### src/rtl/frame_time_smoother_macros.svh
// Assertion macros shared by the frame time smoother RTL.
`ifndef FRAME_TIME_SMOOTHER_MACROS_SVH
`define FRAME_TIME_SMOOTHER_MACROS_SVH

// Same-cycle implication, disabled while reset is asserted.
`define FTS_ASSERT_IMP(label, clk, rst_n, ante, cons) \
  label: assert property (@(posedge clk) disable iff (!rst_n) (ante) |-> (cons)) \
    else $error("frame time smoother assertion failed");

// Next-cycle implication, disabled while reset is asserted.
`define FTS_ASSERT_NXT(label, clk, rst_n, ante, cons) \
  label: assert property (@(posedge clk) disable iff (!rst_n) (ante) |=> (cons)) \
    else $error("frame time smoother assertion failed");

`endif

### src/rtl/fts_pkg.sv
// Package with constants, types and register codes of the frame time smoother.
`default_nettype none
package fts_pkg;

  localparam int HISTORY_DEPTH = 32;
  localparam int AW     = (HISTORY_DEPTH > 1) ? $clog2(HISTORY_DEPTH) : 1;
  localparam int WIN_W  = $clog2(HISTORY_DEPTH + 1);
  localparam int PUSH_CLAMP = 400000;
  localparam int SUM_W  = $clog2(HISTORY_DEPTH * PUSH_CLAMP + 1);
  localparam int DIV_W  = (SUM_W + 1 > 25) ? SUM_W + 1 : 25;

  localparam logic [23:0] RESET_FRAME_US = 24'd33333;
  localparam logic [23:0] PUSH_CLAMP_US  = 24'd400000;
  localparam logic [23:0] PAUSE_LIMIT_US = 24'd100;
  localparam logic [23:0] WINDOW_NUM_US  = 24'd500000;
  localparam logic [23:0] SAT_24         = 24'hFFFFFF;

  localparam logic [2:0] REG_TIMER_EN  = 3'd0;
  localparam logic [2:0] REG_SMOOTH_EN = 3'd1;
  localparam logic [2:0] REG_FIXED     = 3'd2;
  localparam logic [2:0] REG_MAX_STEP  = 3'd3;
  localparam logic [2:0] REG_SCALE     = 3'd4;

  typedef enum logic [3:0] {
    ST_IDLE,
    ST_MUL,
    ST_SAT,
    ST_PUSH,
    ST_WWAIT,
    ST_SUM,
    ST_AVG,
    ST_AVGW,
    ST_OUT
  } state_t;

  typedef struct packed {
    logic              start;
    logic [DIV_W-1:0]  dividend;
    logic [DIV_W-1:0]  divisor;
  } div_req_t;

  typedef struct packed {
    logic              busy;
    logic [DIV_W-1:0]  quotient;
  } div_rsp_t;

  typedef struct packed {
    logic           wr_en;
    logic [AW-1:0]  wr_addr;
    logic [23:0]    wr_data;
    logic           rd_en;
    logic [AW-1:0]  rd_addr;
  } hist_req_t;

endpackage
`default_nettype wire

### src/rtl/fts_div.sv
// Restoring unsigned divider producing one quotient bit per cycle.
`default_nettype none
`include "frame_time_smoother_macros.svh"
module fts_div
  import fts_pkg::*;
(
  input  wire logic clk,
  input  wire logic rst_n,
  input  div_req_t  req,
  output div_rsp_t  rsp
);

  localparam int CW = (DIV_W > 1) ? $clog2(DIV_W) : 1;

  logic             busy_r;
  logic [CW-1:0]    cnt_r;
  logic [DIV_W-1:0] rem_r;
  logic [DIV_W-1:0] quo_r;
  logic [DIV_W-1:0] dsr_r;
  logic [DIV_W:0]   shift;
  logic [DIV_W:0]   diff;
  logic             q_bit;

  assign shift = {rem_r, quo_r[DIV_W-1]};
  assign diff  = shift - {1'b0, dsr_r};
  assign q_bit = (shift >= {1'b0, dsr_r});

  always_ff @(posedge clk) begin
    if (!rst_n) begin
      busy_r <= 1'b0;
      cnt_r  <= '0;
    end else if (req.start) begin
      busy_r <= 1'b1;
      cnt_r  <= CW'(DIV_W - 1);
    end else if (busy_r) begin
      if (cnt_r == '0) begin
        busy_r <= 1'b0;
      end else begin
        cnt_r <= cnt_r - 1'b1;
      end
    end
  end

  always_ff @(posedge clk) begin
    if (req.start) begin
      rem_r <= '0;
      quo_r <= req.dividend;
      dsr_r <= req.divisor;
    end else if (busy_r) begin
      rem_r <= q_bit ? diff[DIV_W-1:0] : shift[DIV_W-1:0];
      quo_r <= {quo_r[DIV_W-2:0], q_bit};
    end
  end

  assign rsp.busy     = busy_r;
  assign rsp.quotient = quo_r;

  `FTS_ASSERT_IMP(a_no_restart, clk, rst_n, req.start, !busy_r)
  `FTS_ASSERT_NXT(a_start_busy, clk, rst_n, req.start, busy_r && cnt_r == CW'(DIV_W - 1))

endmodule
`default_nettype wire

### src/rtl/fts_hist.sv
// Frame time history memory with per-entry valid bits and registered read data.
`default_nettype none
module fts_hist
  import fts_pkg::*;
(
  input  wire logic  clk,
  input  wire logic  rst_n,
  input  hist_req_t  req,
  output logic [23:0] rd_data
);

  logic [23:0]              mem [HISTORY_DEPTH];
  logic [HISTORY_DEPTH-1:0] valid_r;
  logic [23:0]              rdata_r;
  logic                     rvalid_r;

  always_ff @(posedge clk) begin
    if (req.wr_en) begin
      mem[req.wr_addr] <= req.wr_data;
    end
    if (req.rd_en) begin
      rdata_r <= mem[req.rd_addr];
    end
  end

  always_ff @(posedge clk) begin
    if (!rst_n) begin
      valid_r  <= '0;
      rvalid_r <= 1'b0;
    end else begin
      if (req.wr_en) begin
        valid_r[req.wr_addr] <= 1'b1;
      end
      if (req.rd_en) begin
        rvalid_r <= valid_r[req.rd_addr];
      end
    end
  end

  assign rd_data = rvalid_r ? rdata_r : RESET_FRAME_US;

endmodule
`default_nettype wire

### src/rtl/frame_time_smoother.sv
// Top level of the frame time smoother: registers, sequencer and output stage.
// With smoothing off, an input passes through ST_MUL, ST_SAT and ST_OUT to the output register.
// With smoothing on, the sequencer also runs up to two bit-serial divisions and one
// history read per averaged entry.
// A new input is taken only in ST_IDLE, in the cycle after the result is registered.
// Synchronous active-low reset restores the registers and marks the history as 33333 us.
`default_nettype none
`include "frame_time_smoother_macros.svh"
module frame_time_smoother
  import fts_pkg::*;
(
  input  wire logic        clk,
  input  wire logic        rst_n,
  input  wire logic        in_tvalid,
  output logic             in_tready,
  input  wire logic [23:0] in_tdata,   // [23:0] real_frame_us
  output logic             out_tvalid,
  input  wire logic        out_tready,
  output logic [31:0]      out_tdata,  // [23:0] game_frame_us, [29:24] window_used
  input  wire logic        cfg_valid,
  output logic             cfg_ready,
  input  wire logic [2:0]  cfg_index,
  input  wire logic [23:0] cfg_data
);

  state_t state_r, state_nxt;

  logic        timer_en_r;
  logic        smooth_en_r;
  logic [19:0] fixed_r;
  logic [23:0] max_step_r;
  logic [15:0] scale_r;

  logic [23:0] step_r;
  logic [39:0] prod_r;
  logic [23:0] res_r;
  logic [23:0] pushed_r;
  logic [23:0] last_avg_r;
  logic [AW-1:0]    head_r;
  logic [AW-1:0]    rd_addr_r;
  logic [WIN_W-1:0] win_r;
  logic [WIN_W-1:0] iss_cnt_r;
  logic             rd_pend_r;
  logic [SUM_W-1:0] sum_r;
  logic        out_tvalid_r;
  logic [31:0] out_tdata_r;

  div_req_t  div_req;
  div_rsp_t  div_rsp;
  hist_req_t hist_req;
  logic [23:0] hist_rd_data;

  logic [AW-1:0]    head_inc;
  logic [AW-1:0]    rd_addr_dec;
  logic [23:0]      scaled;
  logic [WIN_W-1:0] win_calc;
  logic [23:0]      avg_res;
  logic             accept;

  fts_div u_div (
    .clk (clk),
    .rst_n (rst_n),
    .req (div_req),
    .rsp (div_rsp)
  );

  fts_hist u_hist (
    .clk (clk),
    .rst_n (rst_n),
    .req (hist_req),
    .rd_data (hist_rd_data)
  );

  assign cfg_ready  = 1'b1;
  assign in_tready  = (state_r == ST_IDLE);
  assign accept     = in_tvalid && in_tready;
  assign out_tvalid = out_tvalid_r;
  assign out_tdata  = out_tdata_r;

  assign head_inc    = (head_r == AW'(HISTORY_DEPTH - 1)) ? '0 : head_r + 1'b1;
  assign rd_addr_dec = (rd_addr_r == '0) ? AW'(HISTORY_DEPTH - 1) : rd_addr_r - 1'b1;
  assign scaled      = (prod_r[39:32] != 8'd0) ? SAT_24 : prod_r[31:8];

  always_comb begin
    if (last_avg_r == 24'd0 || div_rsp.quotient == '0) begin
      win_calc = WIN_W'(1);
    end else if (div_rsp.quotient >= DIV_W'(HISTORY_DEPTH)) begin
      win_calc = WIN_W'(HISTORY_DEPTH);
    end else begin
      win_calc = WIN_W'(div_rsp.quotient);
    end
  end

  assign avg_res = (pushed_r < PAUSE_LIMIT_US) ? pushed_r : div_rsp.quotient[23:0];

  always_ff @(posedge clk) begin
    if (!rst_n) begin
      timer_en_r  <= 1'b1;
      smooth_en_r <= 1'b1;
      fixed_r     <= 20'd0;
      max_step_r  <= 24'd250000;
      scale_r     <= 16'd256;
    end else if (cfg_valid && cfg_ready) begin
      unique case (cfg_index)
        REG_TIMER_EN:  timer_en_r  <= cfg_data[0];
        REG_SMOOTH_EN: smooth_en_r <= cfg_data[0];
        REG_FIXED:     fixed_r     <= cfg_data[19:0];
        REG_MAX_STEP:  max_step_r  <= cfg_data;
        REG_SCALE:     scale_r     <= cfg_data[15:0];
        default: ;
      endcase
    end
  end

  always_ff @(posedge clk) begin
    if (!rst_n) begin
      state_r <= ST_IDLE;
    end else begin
      state_r <= state_nxt;
    end
  end

  always_comb begin
    state_nxt = state_r;
    div_req   = '0;
    hist_req  = '0;
    unique case (state_r)
      ST_IDLE: begin
        if (accept && timer_en_r) begin
          state_nxt = ST_MUL;
          if (smooth_en_r && last_avg_r != 24'd0) begin
            div_req.start    = 1'b1;
            div_req.dividend = DIV_W'(WINDOW_NUM_US) + DIV_W'(last_avg_r);
            div_req.divisor  = DIV_W'({last_avg_r, 1'b0});
          end
        end
      end
      ST_MUL: state_nxt = ST_SAT;
      ST_SAT: state_nxt = smooth_en_r ? ST_PUSH : ST_OUT;
      ST_PUSH: begin
        hist_req.wr_en   = 1'b1;
        hist_req.wr_addr = head_inc;
        hist_req.wr_data = pushed_r;
        state_nxt        = ST_WWAIT;
      end
      ST_WWAIT: begin
        if (!div_rsp.busy) begin
          state_nxt = ST_SUM;
        end
      end
      ST_SUM: begin
        if (iss_cnt_r != win_r) begin
          hist_req.rd_en   = 1'b1;
          hist_req.rd_addr = rd_addr_r;
        end else if (!rd_pend_r) begin
          state_nxt = ST_AVG;
        end
      end
      ST_AVG: begin
        div_req.start    = 1'b1;
        div_req.dividend = DIV_W'(sum_r) + DIV_W'(win_r >> 1);
        div_req.divisor  = DIV_W'(win_r);
        state_nxt        = ST_AVGW;
      end
      ST_AVGW: begin
        if (!div_rsp.busy) begin
          state_nxt = ST_OUT;
        end
      end
      ST_OUT: begin
        if (!out_tvalid_r || out_tready) begin
          state_nxt = ST_IDLE;
        end
      end
      default: state_nxt = ST_IDLE;
    endcase
  end

  always_ff @(posedge clk) begin
    if (!rst_n) begin
      last_avg_r <= RESET_FRAME_US;
      head_r     <= '0;
      rd_pend_r  <= 1'b0;
    end else begin
      rd_pend_r <= hist_req.rd_en;
      if (state_r == ST_PUSH) begin
        head_r <= head_inc;
      end
      if (state_r == ST_AVGW && !div_rsp.busy) begin
        last_avg_r <= avg_res;
      end
    end
  end

  always_ff @(posedge clk) begin
    if (accept) begin
      step_r <= (fixed_r != 20'd0) ? 24'(fixed_r)
              : ((in_tdata < max_step_r) ? in_tdata : max_step_r);
    end
    if (state_r == ST_MUL) begin
      prod_r <= step_r * scale_r + 40'd128;
    end
    if (state_r == ST_SAT) begin
      res_r    <= scaled;
      pushed_r <= (scaled > PUSH_CLAMP_US) ? PUSH_CLAMP_US : scaled;
      win_r    <= WIN_W'(1);
    end
    if (state_r == ST_WWAIT && !div_rsp.busy) begin
      win_r     <= win_calc;
      iss_cnt_r <= '0;
      rd_addr_r <= head_r;
      sum_r     <= '0;
    end
    if (state_r == ST_SUM) begin
      if (hist_req.rd_en) begin
        iss_cnt_r <= iss_cnt_r + 1'b1;
        rd_addr_r <= rd_addr_dec;
      end
      if (rd_pend_r) begin
        sum_r <= sum_r + SUM_W'(hist_rd_data);
      end
    end
    if (state_r == ST_AVGW && !div_rsp.busy) begin
      res_r <= avg_res;
    end
  end

  always_ff @(posedge clk) begin
    if (!rst_n) begin
      out_tvalid_r <= 1'b0;
    end else if (state_r == ST_OUT && (!out_tvalid_r || out_tready)) begin
      out_tvalid_r <= 1'b1;
    end else if (out_tready) begin
      out_tvalid_r <= 1'b0;
    end
  end

  always_ff @(posedge clk) begin
    if (state_r == ST_OUT && (!out_tvalid_r || out_tready)) begin
      out_tdata_r <= {2'b00, 6'(win_r), res_r};
    end
  end

  `FTS_ASSERT_IMP(a_win_range, clk, rst_n, state_r == ST_SUM,
                  win_r != '0 && win_r <= WIN_W'(HISTORY_DEPTH))
  `FTS_ASSERT_IMP(a_out_from_seq, clk, rst_n, $rose(out_tvalid_r), $past(state_r == ST_OUT))
  `FTS_ASSERT_IMP(a_read_div_idle, clk, rst_n, hist_req.rd_en, !div_rsp.busy)

endmodule
`default_nettype wire
### config.mk
export PLATFORM = sky130hd
export DESIGN_NAME = frame_time_smoother
export DESIGN_NICKNAME = d
export VERILOG_FILES = /design/src/rtl/fts_pkg.sv /design/src/rtl/fts_div.sv /design/src/rtl/fts_hist.sv /design/src/rtl/frame_time_smoother.sv
export VERILOG_INCLUDE_DIRS = /design/src /design/src/rtl
export SDC_FILE = /design/constraint.sdc
export NUM_CORES = 2
export LEC_CHECK = 0
export ABC_AREA = 1
export BUFFER_PORTS_ARGS = -buffer_cell sky130_fd_sc_hd__buf_2
export CAP_MARGIN = 40
export CORE_AREA = 2 2 364 366
export DETAILED_ROUTE_END_ITERATION = 12
export DIE_AREA = 0 0 366 368
export PLACE_DENSITY = 0.65
export SETUP_SLACK_MARGIN = 0.15
export SLEW_MARGIN = 30
export SYNTH_ARGS = -nofsm -noshare
export SYNTH_HDL_FRONTEND = slang
export SYNTH_SLANG_ARGS = --single-unit
export TNS_END_PERCENT = 20
### constraint.sdc
create_clock -name clk -period 6.65 [get_ports clk]
set_input_delay 0 -clock clk [delete_from_list [all_inputs] [get_ports clk]]
set_output_delay 0 -clock clk [all_outputs]
set_load 0.005 [all_outputs]
# ---- Word-level counts from Yosys, hierarchy flattened
# Memory sizes are Yosys's and may differ from the RTL's. A register that Yosys moved wholly into a read port is not among the register bits.
# Index checks and enable logic that the tools add are counted.
dict set report classes {
  multipliers 1
  shift 0
  n_addsub 9
  n_lt_le_gt_ge 8
  bitwise 3
  div 0
  mux 53
  reduce_logical 33
  n_eq_ne 21
}
# cell count
set ops {}
lappend ops {{$mux W24} 9}
lappend ops {{$mux W51} 2}
lappend ops {{$pmux W51 S2} 1}
lappend ops {{$mux W25} 3}
lappend ops {{$mux W6} 9}
lappend ops {{$add A40 B8 Y40 const B} 1}
lappend ops {{$mul A24 B16 Y40} 1}
lappend ops {{$mux W5} 8}
lappend ops {{$pmux W4 S9} 1}
lappend ops {{$or A32 B32 Y32} 1}
lappend ops {{$mux W30} 1}
lappend ops {{$mux W4} 7}
lappend ops {{$ge A26 B25 Y1} 1}
lappend ops {{$add A19 B24 Y25 const A} 1}
lappend ops {{$add A24 B5 Y25} 1}
lappend ops {{$ge A25 B6 Y1 const B} 1}
lappend ops {{$logic_not A25 Y1} 1}
lappend ops {{$sub A25 B25 Y25} 1}
lappend ops {{$add A24 B24 Y24} 1}
lappend ops {{$gt A24 B19 Y1 const B} 1}
lappend ops {{$logic_not A24 Y1} 1}
lappend ops {{$lt A24 B24 Y1} 1}
lappend ops {{$lt A24 B7 Y1 const B} 1}
lappend ops {{$reduce_bool A24 Y1} 1}
lappend ops {{other kinds (33)} 72}
dict set report totals {
  latchBits 0
  memories 1
  mem_bits_ro 0
  register_bits 394
  mem_bits_rw 768
  in_bits 56
  out_inout_bits 35
}
# name depth width read_ports rd_ports_with_merged_regs write_ports line_no
set memory_table {}
lappend memory_table {u_hist.mem 32 24 1 1 1 fts_hist.sv:12} ;# logic [23:0] mem [HISTORY_DEPTH];

# ---- Depth between registers and ports, before layout
dict set report depth {
  ltp_word 8
  ltp_mapped 27
}

# ---- By module
# Synthesis repeated with hierarchy kept, for this count alone.
dict set report hier_totals {
  cells_unflattened 7180
  hier_area_um2 66299.8
}
# mod seq_area_each_um2 instances cells_per_inst area_each_um2
set modules_own_cells {}
lappend modules_own_cells {fts_hist 24443.4 1 2762 33239.4}
lappend modules_own_cells {frame_time_smoother 6846.6 1 3655 27710.3}
lappend modules_own_cells {fts_div 2122.0 1 763 5350.1}

# ---- Worst setup path after synthesis
# Ideal clock, no wire load.
dict set report synth_path {
  kind {register to register}
  start {register step_r[11]}
  end {register prod_r[32] (data pin)}
  t_required_ns 6.392
  arrival_time_ns 5.590
  setup_ns 0.258
  path_stages_with_launch 24
  synth_period_minus_slack_ns 5.849
  n_path_buf 2
  path_slack_ns 0.801
  cell_sequence {edfxtp_1 > clkbuf_1 > clkbuf_1 > nand2_1 > fa_1 > inv_1 > fa_1 > inv_1 > fa_1 > inv_1 > fa_1 > fa_1 > inv_1 > fa_1 > inv_1 > ha_1 > nand2_1 > nor2_1 > nand2_1 > nor4_1 > a21oi_1 > o21bai_1 > a21oi_1 > xnor2_1}
}
dict set report synth_between {
  elab_chain_cells 2
}
# item line_no
set synth_lines {}
lappend synth_lines {{start, declared} frame_time_smoother.sv:34} ;# logic [23:0] step_r;
lappend synth_lines {{start signal, assigned} frame_time_smoother.sv:197} ;# step_r <= (fixed_r != 20'd0) ? 24'(fixed_r)
lappend synth_lines {{$mul A24 B16 Y40} frame_time_smoother.sv:201} ;# prod_r <= step_r * scale_r + 40'd128;
lappend synth_lines {{$add A40 B8 Y40} frame_time_smoother.sv:201}
lappend synth_lines {{end signal, assigned} frame_time_smoother.sv:201}
lappend synth_lines {{end, declared} frame_time_smoother.sv:35} ;# logic [39:0] prod_r;
# Every way passes these cells.
# A chain may end at the register's enable or synchronous reset.

# ---- Worst setup path after layout
dict set report layout_path {
  start {register step_r[18]}
  end {register prod_r[31] (data pin)}
}
# The elaborated chain is that of the path after synthesis.

==> impl_metrics.py <==
metrics = {
    "setup_path": {
        "required_ns": 7.16,
        "critPathKind": "register to register",
        "path_max_fanout": 12,
        "arrival_ns": 6.71,
        "endpoint_kind": "register",
        "critPathLaunchType": "register",
    },
    "synthesis": {
        "synthSimpleGateAreaFrac_pct": 16.66,
        "synth_edf_count": 982,
        "yosys.area_share.xor_xnor_pct": 1.010,
        "synth-seq-cells": 1178,
        "synthCells": 6411,
        "syn_area_um2": 65020,
        "synth-async-reset-ratio_pct": 0,
        "synth_top_family_by_area": "simple AND/OR/NAND/NOR gates",
        "ys_warn_count": 0,
        "ys_seq_area_share_pct": 51.38,
        "synth_flop_cell": "edfxtp_1",
        "avgSynthCellArea_um2": 10.14,
        "synthAdderAreaFrac_pct": 13.55,
        "synth.area.mux_share_pct": 0,
        "synth_compound_area_share_pct": 9.783,
        "yosysUniqueCellTypes": 59,
    },
    "drt": {
        "drt_iter0_markers": 4381,
        "vias_per_cell": 5.548,
        "drcViolationCount": 0,
        "wirelength_um": 176300,
        "wl_per_cell_um": 21.03,
        "vias": 46517,
        "postRouteAntennaNets": 0,
        "dr.pass1.iters": 12,
    },
    "cells_and_area": {
        "drive_gt1_share_pct": 8.570,
        "area_growth_pct": 12.67,
        "final_nets": 7098,
        "fin_util_pct": 56.01,
    },
    "power_and_ir_drop": {
        "ir_worst_vdd_v": 0.0002512,
        "clkPwrFrac_pct": 31.9,
        "internal_power_mw": 14.25,
        "p_leak_nw": 28.64,
        "cellPowerDensity_nw_per_um2": 288.9,
        "sw_frac_of_total_pct": 32.70,
        "seqPwrFrac_pct": 43.3,
        "p_sw_mw": 6.921,
        "combPwrFrac_pct": 24.9,
        "p_total_mw": 21.17,
    },
    "sta": {
        "rsz0062_at_grt": "no",
        "setup_viol": 0,
        "post-route-min-period_ns": 6.203,
        "fin_skew_ns": 0.06419,
        "min_period_over_period_pct": 93.28,
        "max_freq_ghz": 0.1612,
        "slew_headroom_pct": 37.66,
        "slew_viol_final": 0,
        "tightestPinTransition_ns": 0.9280,
        "finalSetupTns_ns": 0,
        "finalHoldViolations": 0,
    },
    "placed_design": {
        "place.gp.congestion": 0.9274,
        "post-dp-hpwl_um": 117900,
        "port-buffer-count": 87,
    },
    "clock_tree": {
        "root_buffer": "clkbuf_16",
        "cts.sinks": 1178,
        "cts_buffer_depth": 3,
        "cts_max_level": 3,
        "clk_pin_slew_ns": 0.07,
        "cts_tree": "built",
        "numCtsBuffers": 121,
        "clk_latency_ns": 0.79,
    },
    "global_route": {
        "grt_overflow": 0,
        "first_global_vias": 46979,
        "antenna_found_initial": 4,
        "grt_max_degree": 159,
        "grt_use_total_pct": 26.20,
        "grt_pass1_wl_um": 273700,
    },
    "status": {
        "status": "finished, final reports clean",
    },
    "floorplanning": {
        "die_y_um": 368,
        "core_um2": 130800,
        "io_pins": 91,
        "die_w_um": 366,
        "rows": 133,
        "start_util_pct": 49.71,
        "dieArea_um2": 134700,
    },
    "run": {
        "cap_violations": 0,
    },
    "hold_path": {
        "hp-class": "input port to register",
    },
}
[metrics by stage]
step / hold slack, ns / worst slack [ns] / area [um2] / instances
6_report: 0.06090 / 0.4469 / 73260 / 8384
5_1_grt: 0.04086 / 0.1887 / 73260 / 8383
4_1_cts: 0.005043 / 0.2575 / 73060 / 8366
3_5_place_dp: 0.2400 / 0.2830 / 68300 / 8060
3_3_place_gp: 0.2347 / 0.2122 / 67500 / 8029
2_1_floorplan: 0.1132 / 0.8015 / 65050 / 6417
[power groups by stage]
stage	Combinational, mW	Clock, mW	Sequential, mW
after CTS	5.10	6.84	9.21
after global routing	5.88	7.14	9.20
after global placement	4.95	0	9.35
after floorplan	3.54	0	9.06
final	5.26	6.75	9.16
after detailed placement	5.03	0	9.36
[cell usage after synthesis, types with 64 or more instances]
cell | instances | share of area (%)
or2_0 | 64 | 0.62
inv_1 | 923 | 5.3
nand2_1 | 961 | 5.5
clkbuf_1 | 230 | 1.3
fa_1 | 309 | 9.5
ha_1 | 210 | 4.0
or2_1 | 285 | 2.7
a21oi_1 | 227 | 1.7
dfxtp_1 | 196 | 6.0
nand3_1 | 463 | 3.6
edfxtp_1 | 982 | 45
o211ai_1 | 400 | 4.6
nor2_1 | 395 | 2.3
o21ai_0 | 235 | 1.8
buf_2 | 69 | 0.53
[cell usage in the layout, fill, tap and decap left out, types with 45 or more instances in the layout]
master,count
edfxtp_1,982
nand2_1,960
inv_1,920
nand3_1,463
o211ai_1,400
nor2_1,334
fa_1,309
or2_1,285
o21ai_0,234
a21oi_1,227
ha_1,210
dfxtp_1,192
clkbuf_16,123
buf_4,112
buf_2,87
dlygate4sd3_1,78
or2_0,64
nand4_1,59
or2_2,55
xor2_1,50
nor2_4,45
[repair_timing]
action	CTS	global route
resized for setup	0	6
hold endpoints to repair	141	0
setup endpoints to repair	0	10
hold buffers	78	0
setup buffers	0	14
[cell families (layout without fill, tap and decap cells)]
family	count (synthesis)	after routing
xor+xnor	75	75
other cells	2	9
flops	1178	1178
simple gates	2365	2365
compound gates	1001	1001
buf+inv	1271	1482
fa+ha+maj	519	519
[critical path, cell delays in order, from the launching register on]
cell and delay (ns):
edfxtp_1 0.77, nand2_1 0.17, fa_1 0.55, inv_1 0.05, fa_1 0.48, inv_1 0.06
fa_1 0.50, inv_1 0.06, fa_1 0.48, fa_1 0.50, inv_1 0.05, fa_1 0.47
inv_1 0.04, ha_1 0.35, a21oi_1 0.18, inv_1 0.07, a31oi_1 0.34, o211ai_1 0.23
a21oi_1 0.31, nor2_1 0.07, nor2_1 0.11, xnor2_1 0.09
[path summary, 6_finish.rpt]
path | from | to | slack (ns) | cells after the start
worst max register to register | step_r[18] | prod_r[31] | 0.45 | 21
worst max-delay path | step_r[18] | prod_r[31] | 0.45 | 21
worst min-delay path | cfg_data[11] | fixed_r[11] | 0.06 | 4
worst min register to register | res_r[9] | out_tdata[9] | 0.42 | 0
[routing by layer]
layer,global-route usage (%),wire length (um),vias up,part of all wire (%)
li1,-,-,21830,-
met4,8.563,5515,4,3.1
met2,42.55,82300,1658,47
met3,3.737,12190,282,6.9
met5,0,25,-,0.014
met1,36.38,76280,22743,43
[final cells by class]
type                            count  area (um2)
Sequential cell                  1178       33420
Inverter                          933        3512
Multi-Input combinational cell   3968       27110
Clock buffer                      155        3268
Fill cell                       11198       57540
Timing Repair Buffer              321        3044
Clock inverter                     73       711.9
Tap cell                         1755        2196
Antenna cell                        1       2.502
[sequential cells by signal, indices dropped and copies added (netlist names), 25 cells and up]
register and flops:
u_div.dsr_r 25, u_hist.mem 768, u_div.quo_r 25, out_tdata 30, u_div.rem_r 25, u_hist.valid_r 32, prod_r 32
Note: power is estimated with default switching activity, not from simulation.
